[config.mk]
export PLATFORM = sky130hd
export DESIGN_NAME = byte_level_pretokenizer_core_flat
export DESIGN_NICKNAME = d
export VERILOG_FILES = /design/src/rtl/blpt_pkg.sv /design/src/rtl/blpt_if.sv /design/src/rtl/blpt_decide.sv /design/src/rtl/byte_level_pretokenizer_core.sv /design/src/flat_wrapper.sv
export SDC_FILE = /design/constraint.sdc
export NUM_CORES = 1
export LEC_CHECK = 0
export BUFFER_PORTS_ARGS = -buffer_cell sky130_fd_sc_hd__buf_2
export CAP_MARGIN = 10
export CELL_PAD_IN_SITES_DETAIL_PLACEMENT = 1
export CELL_PAD_IN_SITES_GLOBAL_PLACEMENT = 2
export CORE_ASPECT_RATIO = 1.25
export CORE_UTILIZATION = 30
export DETAILED_ROUTE_END_ITERATION = 10
export GPL_TIMING_DRIVEN = 0
export PLACE_DENSITY_LB_ADDON = 0.08
export SLEW_MARGIN = 20
export SYNTH_ARGS = -nofsm -noshare
export SYNTH_HDL_FRONTEND = slang
export SYNTH_SLANG_ARGS = --single-unit
[constraint.sdc]
create_clock -name clock -period 4.05 [get_ports clock]
set_input_delay 0.6075 -clock clock [delete_from_list [all_inputs] [get_ports clock]]
set_output_delay 0.6075 -clock clock [all_outputs]
set_load 0.02 [all_outputs]
[src/rtl/blpt_pkg.sv]
package blpt_pkg;

   localparam logic [7:0] CHAR_APOSTROPHE = 8'h27;
   localparam logic [7:0] CHAR_TAB        = 8'h09;
   localparam logic [7:0] CHAR_LF         = 8'h0a;
   localparam logic [7:0] CHAR_CR         = 8'h0d;
   localparam logic [7:0] CHAR_SPACE      = 8'h20;
   localparam logic [7:0] CHAR_LOWER_S    = 8'h73;
   localparam logic [7:0] CHAR_LOWER_T    = 8'h74;
   localparam logic [7:0] CHAR_LOWER_M    = 8'h6d;
   localparam logic [7:0] CHAR_LOWER_D    = 8'h64;
   localparam logic [7:0] CHAR_LOWER_R    = 8'h72;
   localparam logic [7:0] CHAR_LOWER_V    = 8'h76;
   localparam logic [7:0] CHAR_LOWER_L    = 8'h6c;
   localparam logic [7:0] CHAR_LOWER_E    = 8'h65;
   localparam logic [7:0] HIGH_BYTE_FIRST = 8'h80;

   typedef enum logic [2:0] {
      KIND_NONE   = 3'd0,
      KIND_LETTER = 3'd1,
      KIND_DIGIT  = 3'd2,
      KIND_SPACE  = 3'd3,
      KIND_OTHER  = 3'd4,
      KIND_CONTR  = 3'd5
   } piece_kind_type;

   // open piece and remaining contraction bytes
   typedef struct packed {
      piece_kind_type kind;
      logic [1:0]     contr_left;
   } piece_state_type;

   // byte under decision plus up to two bytes of context
   typedef struct packed {
      logic [7:0] b0;
      logic [7:0] b1;
      logic [7:0] b2;
      logic [1:0] n;
   } window_type;

   function automatic logic byte_is_alpha(input logic [7:0] b);
      return (b inside {[8'h61:8'h7a], [8'h41:8'h5a]}) || (b >= HIGH_BYTE_FIRST);
   endfunction

   function automatic logic byte_is_num(input logic [7:0] b);
      return b inside {[8'h30:8'h39]};
   endfunction

   function automatic logic byte_is_blank(input logic [7:0] b);
      return b inside {CHAR_SPACE, CHAR_TAB, CHAR_LF, CHAR_CR};
   endfunction

endpackage

[src/rtl/blpt_if.sv]
interface blpt_req_if;
   logic       valid;
   logic       ready;
   logic [7:0] text_byte;
   logic       end_of_text;

   modport source (output valid, output text_byte, output end_of_text, input ready);
   modport sink   (input valid, input text_byte, input end_of_text, output ready);
endinterface

interface blpt_rsp_if;
   logic       valid;
   logic       ready;
   logic [7:0] piece_byte;
   logic       starts_piece;
   logic       ends_text;
   logic       last_of_run;

   modport source (output valid, output piece_byte, output starts_piece,
                   output ends_text, output last_of_run, input ready);
   modport sink   (input valid, input piece_byte, input starts_piece,
                   input ends_text, input last_of_run, output ready);
endinterface

[src/rtl/blpt_decide.sv]
module blpt_decide (
   input  blpt_pkg::piece_state_type cur,
   input  blpt_pkg::window_type      win,
   output logic                      start,
   output blpt_pkg::piece_state_type nxt
);

   logic       contr_2;
   logic       contr_3;
   logic       lead_ok;
   logic       b0_letter;
   logic       b0_digit;
   logic       b0_space;
   logic       b1_letter;

   always_comb begin
      b0_letter = blpt_pkg::byte_is_alpha(win.b0);
      b0_digit  = blpt_pkg::byte_is_num(win.b0);
      b0_space  = blpt_pkg::byte_is_blank(win.b0);
      b1_letter = blpt_pkg::byte_is_alpha(win.b1);

      case (cur.kind)
         blpt_pkg::KIND_CONTR:  start = (cur.contr_left == 2'd0);
         blpt_pkg::KIND_LETTER: start = !b0_letter;
         blpt_pkg::KIND_SPACE:  start = !b0_space;
         blpt_pkg::KIND_OTHER:  start = b0_letter || b0_digit || b0_space;
         default:               start = 1'b1;
      endcase

      // 's 't 'm 'd and 're 've 'll, only with their bytes present
      contr_2 = (win.b0 == blpt_pkg::CHAR_APOSTROPHE) && (win.n != 2'd0) &&
                (win.b1 inside {blpt_pkg::CHAR_LOWER_S, blpt_pkg::CHAR_LOWER_T,
                                blpt_pkg::CHAR_LOWER_M, blpt_pkg::CHAR_LOWER_D});
      contr_3 = (win.b0 == blpt_pkg::CHAR_APOSTROPHE) && (win.n == 2'd2) &&
                (((win.b1 == blpt_pkg::CHAR_LOWER_R) && (win.b2 == blpt_pkg::CHAR_LOWER_E)) ||
                 ((win.b1 == blpt_pkg::CHAR_LOWER_V) && (win.b2 == blpt_pkg::CHAR_LOWER_E)) ||
                 ((win.b1 == blpt_pkg::CHAR_LOWER_L) && (win.b2 == blpt_pkg::CHAR_LOWER_L)));

      // one leading byte that is no letter, digit, CR or LF joins a following letter run
      lead_ok = !b0_letter && !b0_digit && (win.b0 != blpt_pkg::CHAR_CR) &&
                (win.b0 != blpt_pkg::CHAR_LF) && (win.n != 2'd0) && b1_letter;

      nxt = cur;
      if (start) begin
         nxt.contr_left = 2'd0;
         if (contr_2) begin
            nxt.kind       = blpt_pkg::KIND_CONTR;
            nxt.contr_left = 2'd1;
         end else if (contr_3) begin
            nxt.kind       = blpt_pkg::KIND_CONTR;
            nxt.contr_left = 2'd2;
         end else if (lead_ok || b0_letter) begin
            nxt.kind = blpt_pkg::KIND_LETTER;
         end else if (b0_digit) begin
            nxt.kind = blpt_pkg::KIND_DIGIT;
         end else if (b0_space) begin
            nxt.kind = blpt_pkg::KIND_SPACE;
         end else begin
            nxt.kind = blpt_pkg::KIND_OTHER;
         end
      end else if (cur.kind == blpt_pkg::KIND_CONTR) begin
         nxt.contr_left = cur.contr_left - 2'd1;
      end
   end

endmodule

[src/rtl/byte_level_pretokenizer_core.sv]
// channel  dir  handshake            payload
// req_if   in   valid/ready          text_byte[7:0], end_of_text
// rsp_if   out  valid/ready          piece_byte[7:0], starts_piece, ends_text, last_of_run
//
// one request per cycle unless flushing or stalled; a byte leaves two requests later
// an end-of-text request with k bytes held gives k+1 responses, sent by the flush
//   sequencer that walks the lookahead one byte a cycle while the output slot is free
// reset is synchronous, active high; clears lookahead count, piece state, valids
// a stalled response waits in the output register while the input register
//   still takes the next request
module byte_level_pretokenizer_core (
   input  logic       clock,
   input  logic       reset,
   blpt_req_if.sink   req_if,
   blpt_rsp_if.source rsp_if
);

   // input register
   logic       in_valid_ff, in_valid_in;
   logic [7:0] in_byte_ff, in_byte_in;
   logic       in_eot_ff, in_eot_in;

   // two-byte lookahead, oldest in la0
   logic [7:0] la0_ff, la0_in;
   logic [7:0] la1_ff, la1_in;
   logic [1:0] cnt_ff, cnt_in;
   logic       flush_ff, flush_in;
   blpt_pkg::piece_state_type piece_ff, piece_in;

   // output register
   logic       rsp_valid_ff, rsp_valid_in;
   logic [7:0] rsp_byte_ff, rsp_byte_in;
   logic       rsp_start_ff, rsp_start_in;
   logic       rsp_end_ff, rsp_end_in;
   logic       rsp_last_ff, rsp_last_in;

   logic       slot_free;
   logic       eot_mode;
   logic [1:0] total;
   logic [1:0] rem;
   logic       emit;
   logic       store;
   logic       consume;
   logic       accept;
   logic       dec_start;
   blpt_pkg::window_type      win;
   blpt_pkg::piece_state_type dec_piece;

   // output slot frees up when empty or being drained this cycle
   assign slot_free = !rsp_valid_ff || rsp_if.ready;
   assign eot_mode  = flush_ff || in_eot_ff;

   // bytes in the virtual window: held bytes, then the pending request byte
   assign total = flush_ff ? cnt_ff : cnt_ff + 2'd1;
   assign rem   = total - 2'd1;

   always_comb begin
      win.b0 = (!flush_ff && (cnt_ff == 2'd0)) ? in_byte_ff : la0_ff;
      win.b1 = (!flush_ff && (cnt_ff == 2'd1)) ? in_byte_ff : la1_ff;
      win.b2 = in_byte_ff;
      win.n  = eot_mode ? rem : 2'd2;
   end

   blpt_decide u_decide (
      .cur   (piece_ff),
      .win   (win),
      .start (dec_start),
      .nxt   (dec_piece)
   );

   // a result goes out when flushing, at end of text, or with a full lookahead
   assign emit    = slot_free &&
                    (flush_ff || (in_valid_ff && (in_eot_ff || (cnt_ff == 2'd2))));
   // lookahead still filling: take the byte without a result
   assign store   = !flush_ff && in_valid_ff && !in_eot_ff && (cnt_ff != 2'd2);
   assign consume = store || (emit && !flush_ff);

   assign req_if.ready = !in_valid_ff || consume;
   assign accept       = req_if.valid && req_if.ready;

   always_comb begin
      in_valid_in  = in_valid_ff;
      in_byte_in   = in_byte_ff;
      in_eot_in    = in_eot_ff;
      la0_in       = la0_ff;
      la1_in       = la1_ff;
      cnt_in       = cnt_ff;
      flush_in     = flush_ff;
      piece_in     = piece_ff;
      rsp_valid_in = rsp_valid_ff && !rsp_if.ready;
      rsp_byte_in  = rsp_byte_ff;
      rsp_start_in = rsp_start_ff;
      rsp_end_in   = rsp_end_ff;
      rsp_last_in  = rsp_last_ff;

      if (consume) begin
         in_valid_in = 1'b0;
      end
      if (accept) begin
         in_valid_in = 1'b1;
         in_byte_in  = req_if.text_byte;
         in_eot_in   = req_if.end_of_text;
      end

      if (store) begin
         if (cnt_ff == 2'd0) begin
            la0_in = in_byte_ff;
         end else begin
            la1_in = in_byte_ff;
         end
         cnt_in = cnt_ff + 2'd1;
      end

      if (emit) begin
         la0_in       = win.b1;
         la1_in       = win.b2;
         piece_in     = dec_piece;
         rsp_valid_in = 1'b1;
         rsp_byte_in  = win.b0;
         rsp_start_in = dec_start;
         rsp_end_in   = eot_mode && (rem == 2'd0);
         rsp_last_in  = !eot_mode || (rem == 2'd0);
         if (eot_mode) begin
            cnt_in   = rem;
            flush_in = (rem != 2'd0);
            // text done: back to the reset piece state
            if (rem == 2'd0) begin
               piece_in.kind       = blpt_pkg::KIND_NONE;
               piece_in.contr_left = 2'd0;
            end
         end
      end
   end

   always_ff @(posedge clock) begin
      if (reset) begin
         in_valid_ff         <= 1'b0;
         cnt_ff              <= 2'd0;
         flush_ff            <= 1'b0;
         piece_ff.kind       <= blpt_pkg::KIND_NONE;
         piece_ff.contr_left <= 2'd0;
         rsp_valid_ff        <= 1'b0;
      end else begin
         in_valid_ff  <= in_valid_in;
         cnt_ff       <= cnt_in;
         flush_ff     <= flush_in;
         piece_ff     <= piece_in;
         rsp_valid_ff <= rsp_valid_in;
      end
   end

   // payload, no reset
   always_ff @(posedge clock) begin
      in_byte_ff   <= in_byte_in;
      in_eot_ff    <= in_eot_in;
      la0_ff       <= la0_in;
      la1_ff       <= la1_in;
      rsp_byte_ff  <= rsp_byte_in;
      rsp_start_ff <= rsp_start_in;
      rsp_end_ff   <= rsp_end_in;
      rsp_last_ff  <= rsp_last_in;
   end

   assign rsp_if.valid        = rsp_valid_ff;
   assign rsp_if.piece_byte   = rsp_byte_ff;
   assign rsp_if.starts_piece = rsp_start_ff;
   assign rsp_if.ends_text    = rsp_end_ff;
   assign rsp_if.last_of_run  = rsp_last_ff;

`ifndef SYNTHESIS
   // a flush always has held bytes left to send
   a_flush_has_bytes: assert property (@(posedge clock) disable iff (reset)
      flush_ff |-> (cnt_ff != 2'd0))
      else $error("flush with empty lookahead");

   // no new request is taken from the input register while flushing
   a_no_consume_in_flush: assert property (@(posedge clock) disable iff (reset)
      flush_ff |-> !consume)
      else $error("input consumed during flush");

   // a pending contraction count only lives inside a contraction piece
   a_contr_count_kind: assert property (@(posedge clock) disable iff (reset)
      (piece_ff.contr_left != 2'd0) |-> (piece_ff.kind == blpt_pkg::KIND_CONTR))
      else $error("contraction count outside contraction");

   // the final byte of a text leaves the core at its reset state
   a_end_clears_state: assert property (@(posedge clock) disable iff (reset)
      (emit && eot_mode && (rem == 2'd0)) |=>
         ((cnt_ff == 2'd0) && !flush_ff && (piece_ff.kind == blpt_pkg::KIND_NONE)))
      else $error("state not cleared after end of text");

   // the lookahead never holds more than two bytes
   a_cnt_range: assert property (@(posedge clock) disable iff (reset)
      cnt_ff != 2'd3)
      else $error("lookahead count out of range");
`endif

endmodule

[src/flat_wrapper.sv]
// flat-port wrapper written by rule: the top's interface ports become plain ports
module byte_level_pretokenizer_core_flat 
  (clock, reset, req_if_valid, req_if_text_byte, req_if_end_of_text, req_if_ready, rsp_if_valid, rsp_if_piece_byte, rsp_if_starts_piece, rsp_if_ends_text, rsp_if_last_of_run, rsp_if_ready);
  blpt_req_if req_if_i ();
  blpt_rsp_if rsp_if_i ();
  input  logic clock;
  input  logic reset;
  input wire logic [$bits(req_if_i.valid)-1:0] req_if_valid;
  input wire logic [$bits(req_if_i.text_byte)-1:0] req_if_text_byte;
  input wire logic [$bits(req_if_i.end_of_text)-1:0] req_if_end_of_text;
  output wire logic [$bits(req_if_i.ready)-1:0] req_if_ready;
  output wire logic [$bits(rsp_if_i.valid)-1:0] rsp_if_valid;
  output wire logic [$bits(rsp_if_i.piece_byte)-1:0] rsp_if_piece_byte;
  output wire logic [$bits(rsp_if_i.starts_piece)-1:0] rsp_if_starts_piece;
  output wire logic [$bits(rsp_if_i.ends_text)-1:0] rsp_if_ends_text;
  output wire logic [$bits(rsp_if_i.last_of_run)-1:0] rsp_if_last_of_run;
  input wire logic [$bits(rsp_if_i.ready)-1:0] rsp_if_ready;
  assign req_if_i.valid = req_if_valid;
  assign req_if_i.text_byte = req_if_text_byte;
  assign req_if_i.end_of_text = req_if_end_of_text;
  assign req_if_ready = req_if_i.ready;
  assign rsp_if_valid = rsp_if_i.valid;
  assign rsp_if_piece_byte = rsp_if_i.piece_byte;
  assign rsp_if_starts_piece = rsp_if_i.starts_piece;
  assign rsp_if_ends_text = rsp_if_i.ends_text;
  assign rsp_if_last_of_run = rsp_if_i.last_of_run;
  assign rsp_if_i.ready = rsp_if_ready;
  byte_level_pretokenizer_core u_core (.clock(clock), .reset(reset), .req_if(req_if_i), .rsp_if(rsp_if_i));
endmodule
==> results.toml, run 1 <==
[global_routing]
grt_pass1_vias = 2115
initial_antenna_violation_count = 0
global_route_wire_length_before_repair_um = 11000
overflow = 0
grt_start_max_net_pins = 17
grt_util_all_layers_pct = 15.7

[logic_synthesis]
ys.flop_type = "sky130_fd_sc_hd__edfxtp_1"
post_synth_instance_area_um2 = 2650
synthesis.nets = 276
postSynth.asyncResetShare_pct = 0
avgSynthCellArea_um2 = 10.3
synth.top_cells.by_area = "sky130_fd_sc_hd__edfxtp_1 41%, sky130_fd_sc_hd__dfxtp_1 7.6%, sky130_fd_sc_hd__mux2i_1 4.9%"
synth.largest_area_cell = "sky130_fd_sc_hd__edfxtp_1"
synth.distinct_cells = 56
synth_edf_count = 36
postSynthRegisterBits = 46
synth-warning-count = 0
synthCells = 258
synth-seq-area-share_pct = 48.4
synth_top_area_share_pct = 40.8

[worst_setup_path]
r2r_slack_ps = 370
startpoint_type = "register"
startpoint_to_endpoint_class_of_the_critical_path = "reg -> reg"
worstPathRequired_ps = 4250
crit_cells = 13
worstPathMaxFanout = 10
ff2ff_path_depth = 13
critPathSlowestCell = "sky130_fd_sc_hd__a311oi_1"
critical_path_arrival_ps = 3870
critical-path-top-cell-by-count = "sky130_fd_sc_hd__clkbuf_1"
cp-end-kind = "register"
critical-path-max-stage-delay_ps = 420
worst_flop_to_flop_path_startpoint = "u_core.cnt_ff[0]"
cp_cell_sequence = "clkbuf_1, inv_1, ha_1, nand2b_4, buf_6, clkbuf_1, mux2i_1, nor2_1, and3_1, a311oi_1, nor3b_1, a211o_1, o221a_2"
cp.buffers_inverters = 4
reg2reg_to = "u_core.piece_ff[4]"
top_delay_family_on_crit_path = "compound AO/OA/AOI/OAI gates"

[clock_tree]
worst_setup_hold_path_clk_slew_ps = 90
tritoncts.num_buffers = 5
clock_tree.root_cell = "sky130_fd_sc_hd__clkbuf_8"
clockBufferDepth = 2
number_of_levels_the_h_tree_was_split_into = 2
clk-insertion-delay-late_ps = 300
cells_resized_by_post_cts_repair = 0
cts_num_sinks = 46
postCtsSetupBuffers = 0
tritoncts = "built"
post_cts_hold_buffer_count = 0

[power]
cell_internal_pwr_mw = 0.817
power_density_nw_per_um2 = 373
power_switching_mw = 0.313
p_comb_share_pct = 19.3
clock_power_share_pct = 30.9
swShare_pct = 27.7
leakage_nw = 1.13
vdd_drop_max_uv = 138
p_seq_share_pct = 49.9

[worst_hold_path]
depth_of_the_worst_hold_timing_path = 0
timing.hold.worst.class = "reg -> reg"
hold_end = "u_core.la1_ff[1]"
worstHoldStart = "u_core.in_byte_ff[1]"

[placed_design]
finalWeightedCongestion = 0.753
io_buffers = 25
place_worst_setup_slack_ps = 337
dpl.hpwl_um = 5030
placed_cell_area_um2 = 2920

[timing]
min_period_over_period_pct = 90.8
maxSlewViolCount = 0
max-slew-margin-rel_pct = 44.7
hold-worst-slack_ps = 451
worstMarginPinSlew_ps = 824
final.setup.tns_ps = 0
fin_ws_ps = 374
setup_viol = 0
final.min_clock_period_ps = 3680
max_clock_freq_ghz = 0.272
final_count_of_hold_timing_violations = 0
rsz_0062_raised_after_global_routing = "false"
clock_skew_ps = 6.62

[floorplanning]
floorplan.initialDensity_pct = 31.6
boundaryPins = 26
die_area_um2 = 9210
die_width_um = 86.0
std_cell_rows = 37
floorplan.core_area_um2 = 8380
dieHeight_um = 107

[routing]
route.detailed.vias_per_inst = 4.94
detail_route.first_pass.iterations = 4
via_count = 2016
drt_iter0_markers = 51
remaining_drc_errors = 0
drt_wl_total_um = 6530
detail_route.wl_per_cell_um = 16.0
drtAntennaViolNets = 0

[final_layout]
synthToLayoutAreaGrowth_pct = 14.4
final_layout_size_suffix_gt1_share_pct = 19.2
nNetsFinal = 308
post_layout_utilization_of_the_core_pct = 36.2
stdcell_area_um2 = 3030
fillers = 971
insertedDiodeCount = 0

[status]
outcome = "completed"

[job]
drv_cap = 0
power by group through the flow:
stage | clock network [mW] | registers [mW] | logic (mW)
floorplan | 0 | 0.575 | 0.156
global placement | 0 | 0.574 | 0.220
detailed placement | 0 | 0.575 | 0.222
CTS | 0.363 | 0.564 | 0.223
global route | 0.387 | 0.568 | 0.244
finish | 0.348 | 0.563 | 0.218
how the worst max path moves through the flow:
stage | startpoint | to | slack, ps
6_report | u_core.cnt_ff[0] | u_core.piece_ff[4] | 370
5_1_grt | u_core.cnt_ff[0] | u_core.piece_ff[4] | 20
4_1_cts | u_core.cnt_ff[0] | u_core.piece_ff[4] | 310
3_5_place_dp | u_core.cnt_ff[0] | u_core.piece_ff[4] | 340
3_3_place_gp | u_core.cnt_ff[0] | u_core.piece_ff[4] | 330
2_1_floorplan | u_core.cnt_ff[0] | u_core.piece_ff[0] | 890
state kept, by name, summed over array words and instances, names as in the netlist:
signal	cells
u_core.cnt_ff	2
u_core.rsp_if.last_of_run	1
u_core.rsp_if.piece_byte	8
u_core.in_valid_ff	1
u_core.rsp_if.ends_text	1
u_core.la0_ff	8
u_core.rsp_if.starts_piece	1
u_core.in_eot_ff	1
u_core.in_byte_ff	8
u_core.rsp_if.valid	1
u_core.flush_ff	1
u_core.piece_ff	5
u_core.la1_ff	8
cell families (layout without fill, tap and decap cells):
group           after synthesis  count (layout)  synth area share [%]
compound gates               49              49                  12.9
simple gates                106             106                  21.4
buf+inv                      26              59                  4.30
xor+xnor                      2               2                 0.661
fa+ha+maj                     5               5                  2.36
mux                          24              24                  9.97
flops                        46              46                  48.4
per-stage QoR:
stage | instances | power, mW
final | 408 | 1.13
after detailed placement | 400 | 0.797
after floorplan | 258 | 0.732
after CTS | 408 | 1.15
after global placement | 400 | 0.794
after global routing | 408 | 1.20
cell usage after synthesis (all sizes together) (2+ instances only):
library cell   n
a211o          2
a211oi         2
a21oi         15
a31oi          6
and3           4
buf            4
clkbuf        10
dfxtp         10
edfxtp        36
ha             5
inv           12
mux2          10
mux2i         14
nand2         29
nand2b         4
nand3          8
nand4          2
nor2          26
nor2b          6
nor3           3
nor3b          5
nor4           3
o21ai         13
o32ai          3
or2            2
or3            2
or4            4
xnor2          2
placed cells by master, fill, tap and decap left out, types with 3 or more instances in the layout:
cell type                   n
sky130_fd_sc_hd__or4_1      3
sky130_fd_sc_hd__a21oi_1   15
sky130_fd_sc_hd__o21ai_0   11
sky130_fd_sc_hd__buf_2     26
sky130_fd_sc_hd__nor4_1     3
sky130_fd_sc_hd__clkbuf_1  11
sky130_fd_sc_hd__mux2_2     8
sky130_fd_sc_hd__dfxtp_1   10
sky130_fd_sc_hd__nand2_1   29
sky130_fd_sc_hd__nand2b_1   3
sky130_fd_sc_hd__mux2i_1   13
sky130_fd_sc_hd__nor2_1    26
sky130_fd_sc_hd__nor3_1     3
sky130_fd_sc_hd__a31oi_1    5
sky130_fd_sc_hd__inv_1     11
sky130_fd_sc_hd__clkbuf_8   5
sky130_fd_sc_hd__ha_1       5
sky130_fd_sc_hd__edfxtp_1  36
sky130_fd_sc_hd__nor3b_1    3
sky130_fd_sc_hd__nand3_1    8
sky130_fd_sc_hd__and3_1     4
sky130_fd_sc_hd__nor2b_1    6
worst reg2reg max path, stage by stage, from the launching register on:
cell,delay [ps]
sky130_fd_sc_hd__dfxtp_1,340
sky130_fd_sc_hd__clkbuf_1,270
sky130_fd_sc_hd__inv_1,130
sky130_fd_sc_hd__ha_1,320
sky130_fd_sc_hd__nand2b_4,100
sky130_fd_sc_hd__buf_6,160
sky130_fd_sc_hd__clkbuf_1,390
sky130_fd_sc_hd__mux2i_1,380
sky130_fd_sc_hd__nor2_1,80
sky130_fd_sc_hd__and3_1,270
sky130_fd_sc_hd__a311oi_1,420
sky130_fd_sc_hd__nor3b_1,130
sky130_fd_sc_hd__a211o_1,320
sky130_fd_sc_hd__o221a_2,260
final cells by class:
cell class | count | area [µm²] | area share (%)
Buffer | 14 | 68.8 | 2.27
Clock buffer | 6 | 72.6 | 2.39
Clock inverter | 2 | 37.5 | 1.24
Inverter | 12 | 45.0 | 1.49
Multi-Input combinational cell | 186 | 1250 | 41.4
Sequential cell | 46 | 1280 | 42.3
Tap cell | 117 | 146 | 4.83
Timing Repair Buffer | 25 | 125 | 4.13
routing by layer:
layer / vias up / share of wire (%) / GRT usage [%]
met5: - / 0 / 0
met4: 0 / 1.2 / 4.29
met1: 977 / 46 / 19.9
met2: 26 / 51 / 27.4
li1: 1007 / - / -
met3: 6 / 1.9 / 2.31
No activity file was read; power rests on OpenSTA's default activity.
==> inputs of run 2 (changes only) <==
- BUFFER_PORTS_ARGS: -buffer_cell sky130_fd_sc_hd__buf_2 -> unset
- CELL_PAD_IN_SITES_DETAIL_PLACEMENT: 1 -> unset
- CELL_PAD_IN_SITES_GLOBAL_PLACEMENT: 2 -> unset
- DONT_BUFFER_PORTS: unset -> 1
- GPL_ROUTABILITY_DRIVEN: unset -> 0
==> run 2 against run 1 <==
Compared with the run above: largest power group unchanged; largest cell class unchanged; worst setup slack got worse by 21 ps; sequential share of layout area up 2.3 points; core utilization shrank 1.9 points; global-route usage shrank 1.6 points; clock skew is 3.8 ps lower; non-clock buffer count fell by 25; sequential cell count unchanged; first-iteration DRC count increased by 80%; die area unchanged; routed wire length down 8.3%; fmax shrank 0.58%.
==> results.toml, run 2 (synthesis results as in run 1) <==
[routing]
detail_route.wl_per_cell_um = 15.7
remaining_drc_errors = 0
drt_iter0_markers = 92
via_count = 1913
route.detailed.vias_per_inst = 5.01
drtAntennaViolNets = 0
drt_wl_total_um = 5980
detail_route.first_pass.iterations = 4

[timing]
max-slew-margin-rel_pct = 46.7
maxSlewViolCount = 0
hold-worst-slack_ps = 402
final.min_clock_period_ps = 3700
rsz_0062_raised_after_global_routing = "false"
final_count_of_hold_timing_violations = 0
min_period_over_period_pct = 91.3
clock_skew_ps = 2.82
final.setup.tns_ps = 0
setup_viol = 0
worstMarginPinSlew_ps = 791
max_clock_freq_ghz = 0.270

[worst_setup_path]
top_delay_family_on_crit_path = "compound AO/OA/AOI/OAI gates"
worstPathRequired_ps = 4240
worst_flop_to_flop_path_startpoint = "u_core.cnt_ff[0]"
reg2reg_to = "u_core.piece_ff[4]"
critPathSlowestCell = "sky130_fd_sc_hd__mux2i_1"
cp-end-kind = "register"
critical_path_arrival_ps = 3890
worstPathMaxFanout = 10
cp.buffers_inverters = 4
startpoint_type = "register"
critical-path-top-cell-by-count = "sky130_fd_sc_hd__clkbuf_1"
critical-path-max-stage-delay_ps = 410
cp_cell_sequence = "clkbuf_1, inv_1, ha_1, nand2b_4, buf_6, clkbuf_1, mux2i_1, nor2_1, and3_1, a311oi_1, nor3b_1, a211o_1, o221a_2"
startpoint_to_endpoint_class_of_the_critical_path = "reg -> reg"
r2r_slack_ps = 350
ff2ff_path_depth = 13

[power]
vdd_drop_max_uv = 142
power_density_nw_per_um2 = 363
leakage_nw = 1.02
report.power.total_mw = 1.04

[floorplanning]
die_area_um2 = 9210
std_cell_rows = 37
floorplan.initialDensity_pct = 31.6
floorplan.core_area_um2 = 8380
dieHeight_um = 107
die_width_um = 86.0
boundaryPins = 26

[job]
drv_cap = 0

[placed_design]
placed_cell_area_um2 = 2800
dpl.hpwl_um = 4480
post-place-cells = 375
io_buffers = 0

[clock_tree]
tritoncts = "built"
number_of_levels_the_h_tree_was_split_into = 2
clk-insertion-delay-late_ps = 300
post_cts_hold_buffer_count = 0
postCtsSetupBuffers = 0
worst_setup_hold_path_clk_slew_ps = 90
tritoncts.num_buffers = 5
cells_resized_by_post_cts_repair = 0
clockBufferDepth = 2
cts_num_sinks = 46
clock_tree.root_cell = "sky130_fd_sc_hd__clkbuf_8"

[final_layout]
final-seq-area_um2 = 1280
commonest_cells_after_routing_fill_and_taps_aside = "36 x sky130_fd_sc_hd__edfxtp_1, 29 x sky130_fd_sc_hd__nand2_1, 26 x sky130_fd_sc_hd__nor2_1"
nNetsFinal = 283
stdcell_count = 382
stdcell_area_um2 = 2870
insertedDiodeCount = 0
fillers = 853
final_layout_size_suffix_gt1_share_pct = 11.7
mostFrequentLayoutCell = "sky130_fd_sc_hd__edfxtp_1"
synthToLayoutAreaGrowth_pct = 8.50
multiInputGateArea_um2 = 1250

[worst_hold_path]
timing.hold.worst.class = "in -> reg"
depth_of_the_worst_hold_timing_path = 0
worstHoldStart = "req_if_text_byte[4]"
hold_end = "u_core.in_byte_ff[4]"

[global_routing]
grt_start_max_net_pins = 17
grt_pass1_vias = 1861
grt_util_all_layers_pct = 14.0
global_route_wire_length_before_repair_um = 9840
overflow = 0
initial_antenna_violation_count = 0

[status]
outcome = "completed"
-- run 2: cell type report --
class / count / area share, %
Clock buffer: 5 / 2.39
Inverter: 12 / 1.57
Sequential cell: 46 / 44.6
Tap cell: 117 / 5.09
Buffer: 14 / 2.39
Clock inverter: 2 / 0.348
Multi-Input combinational cell: 186 / 43.6
-- run 2: metrics by stage --
stage	setup slack, ps	utilization (%)
2_1_floorplan	894	-
3_3_place_gp	359	33.4
3_5_place_dp	362	33.4
4_1_cts	326	34.3
5_1_grt	50.9	34.3
6_report	353	34.3
-- run 2: layer usage --
metal  part of all wire, %  vias to the layer above  track usage (%)
met3                   1.9                        4             2.31
met1                    45                      923             17.7
met2                    52                       31             24.4
li1                      -                      955                -
met5                     0                        -                0
met4                  0.89                        0             4.17
-- run 2: how the worst max path moves through the flow --
stage               cells past startpoint                  to        startpoint  slack (ps)
finish                                 13  u_core.piece_ff[4]  u_core.cnt_ff[0]         350
global route                           13  u_core.piece_ff[4]  u_core.cnt_ff[0]          50
CTS                                    13  u_core.piece_ff[4]  u_core.cnt_ff[0]         330
detailed placement                     13  u_core.piece_ff[4]  u_core.cnt_ff[0]         360
global placement                       13  u_core.piece_ff[4]  u_core.cnt_ff[0]         360
floorplan                              12  u_core.piece_ff[0]  u_core.cnt_ff[0]         890
-- run 2: power by group --
part	switching [mW]	internal, mW	leakage, nW
Sequential	0.0275	0.544	0.417
Clock	0.157	0.116	0.0438
Combinational	0.117	0.0806	0.561
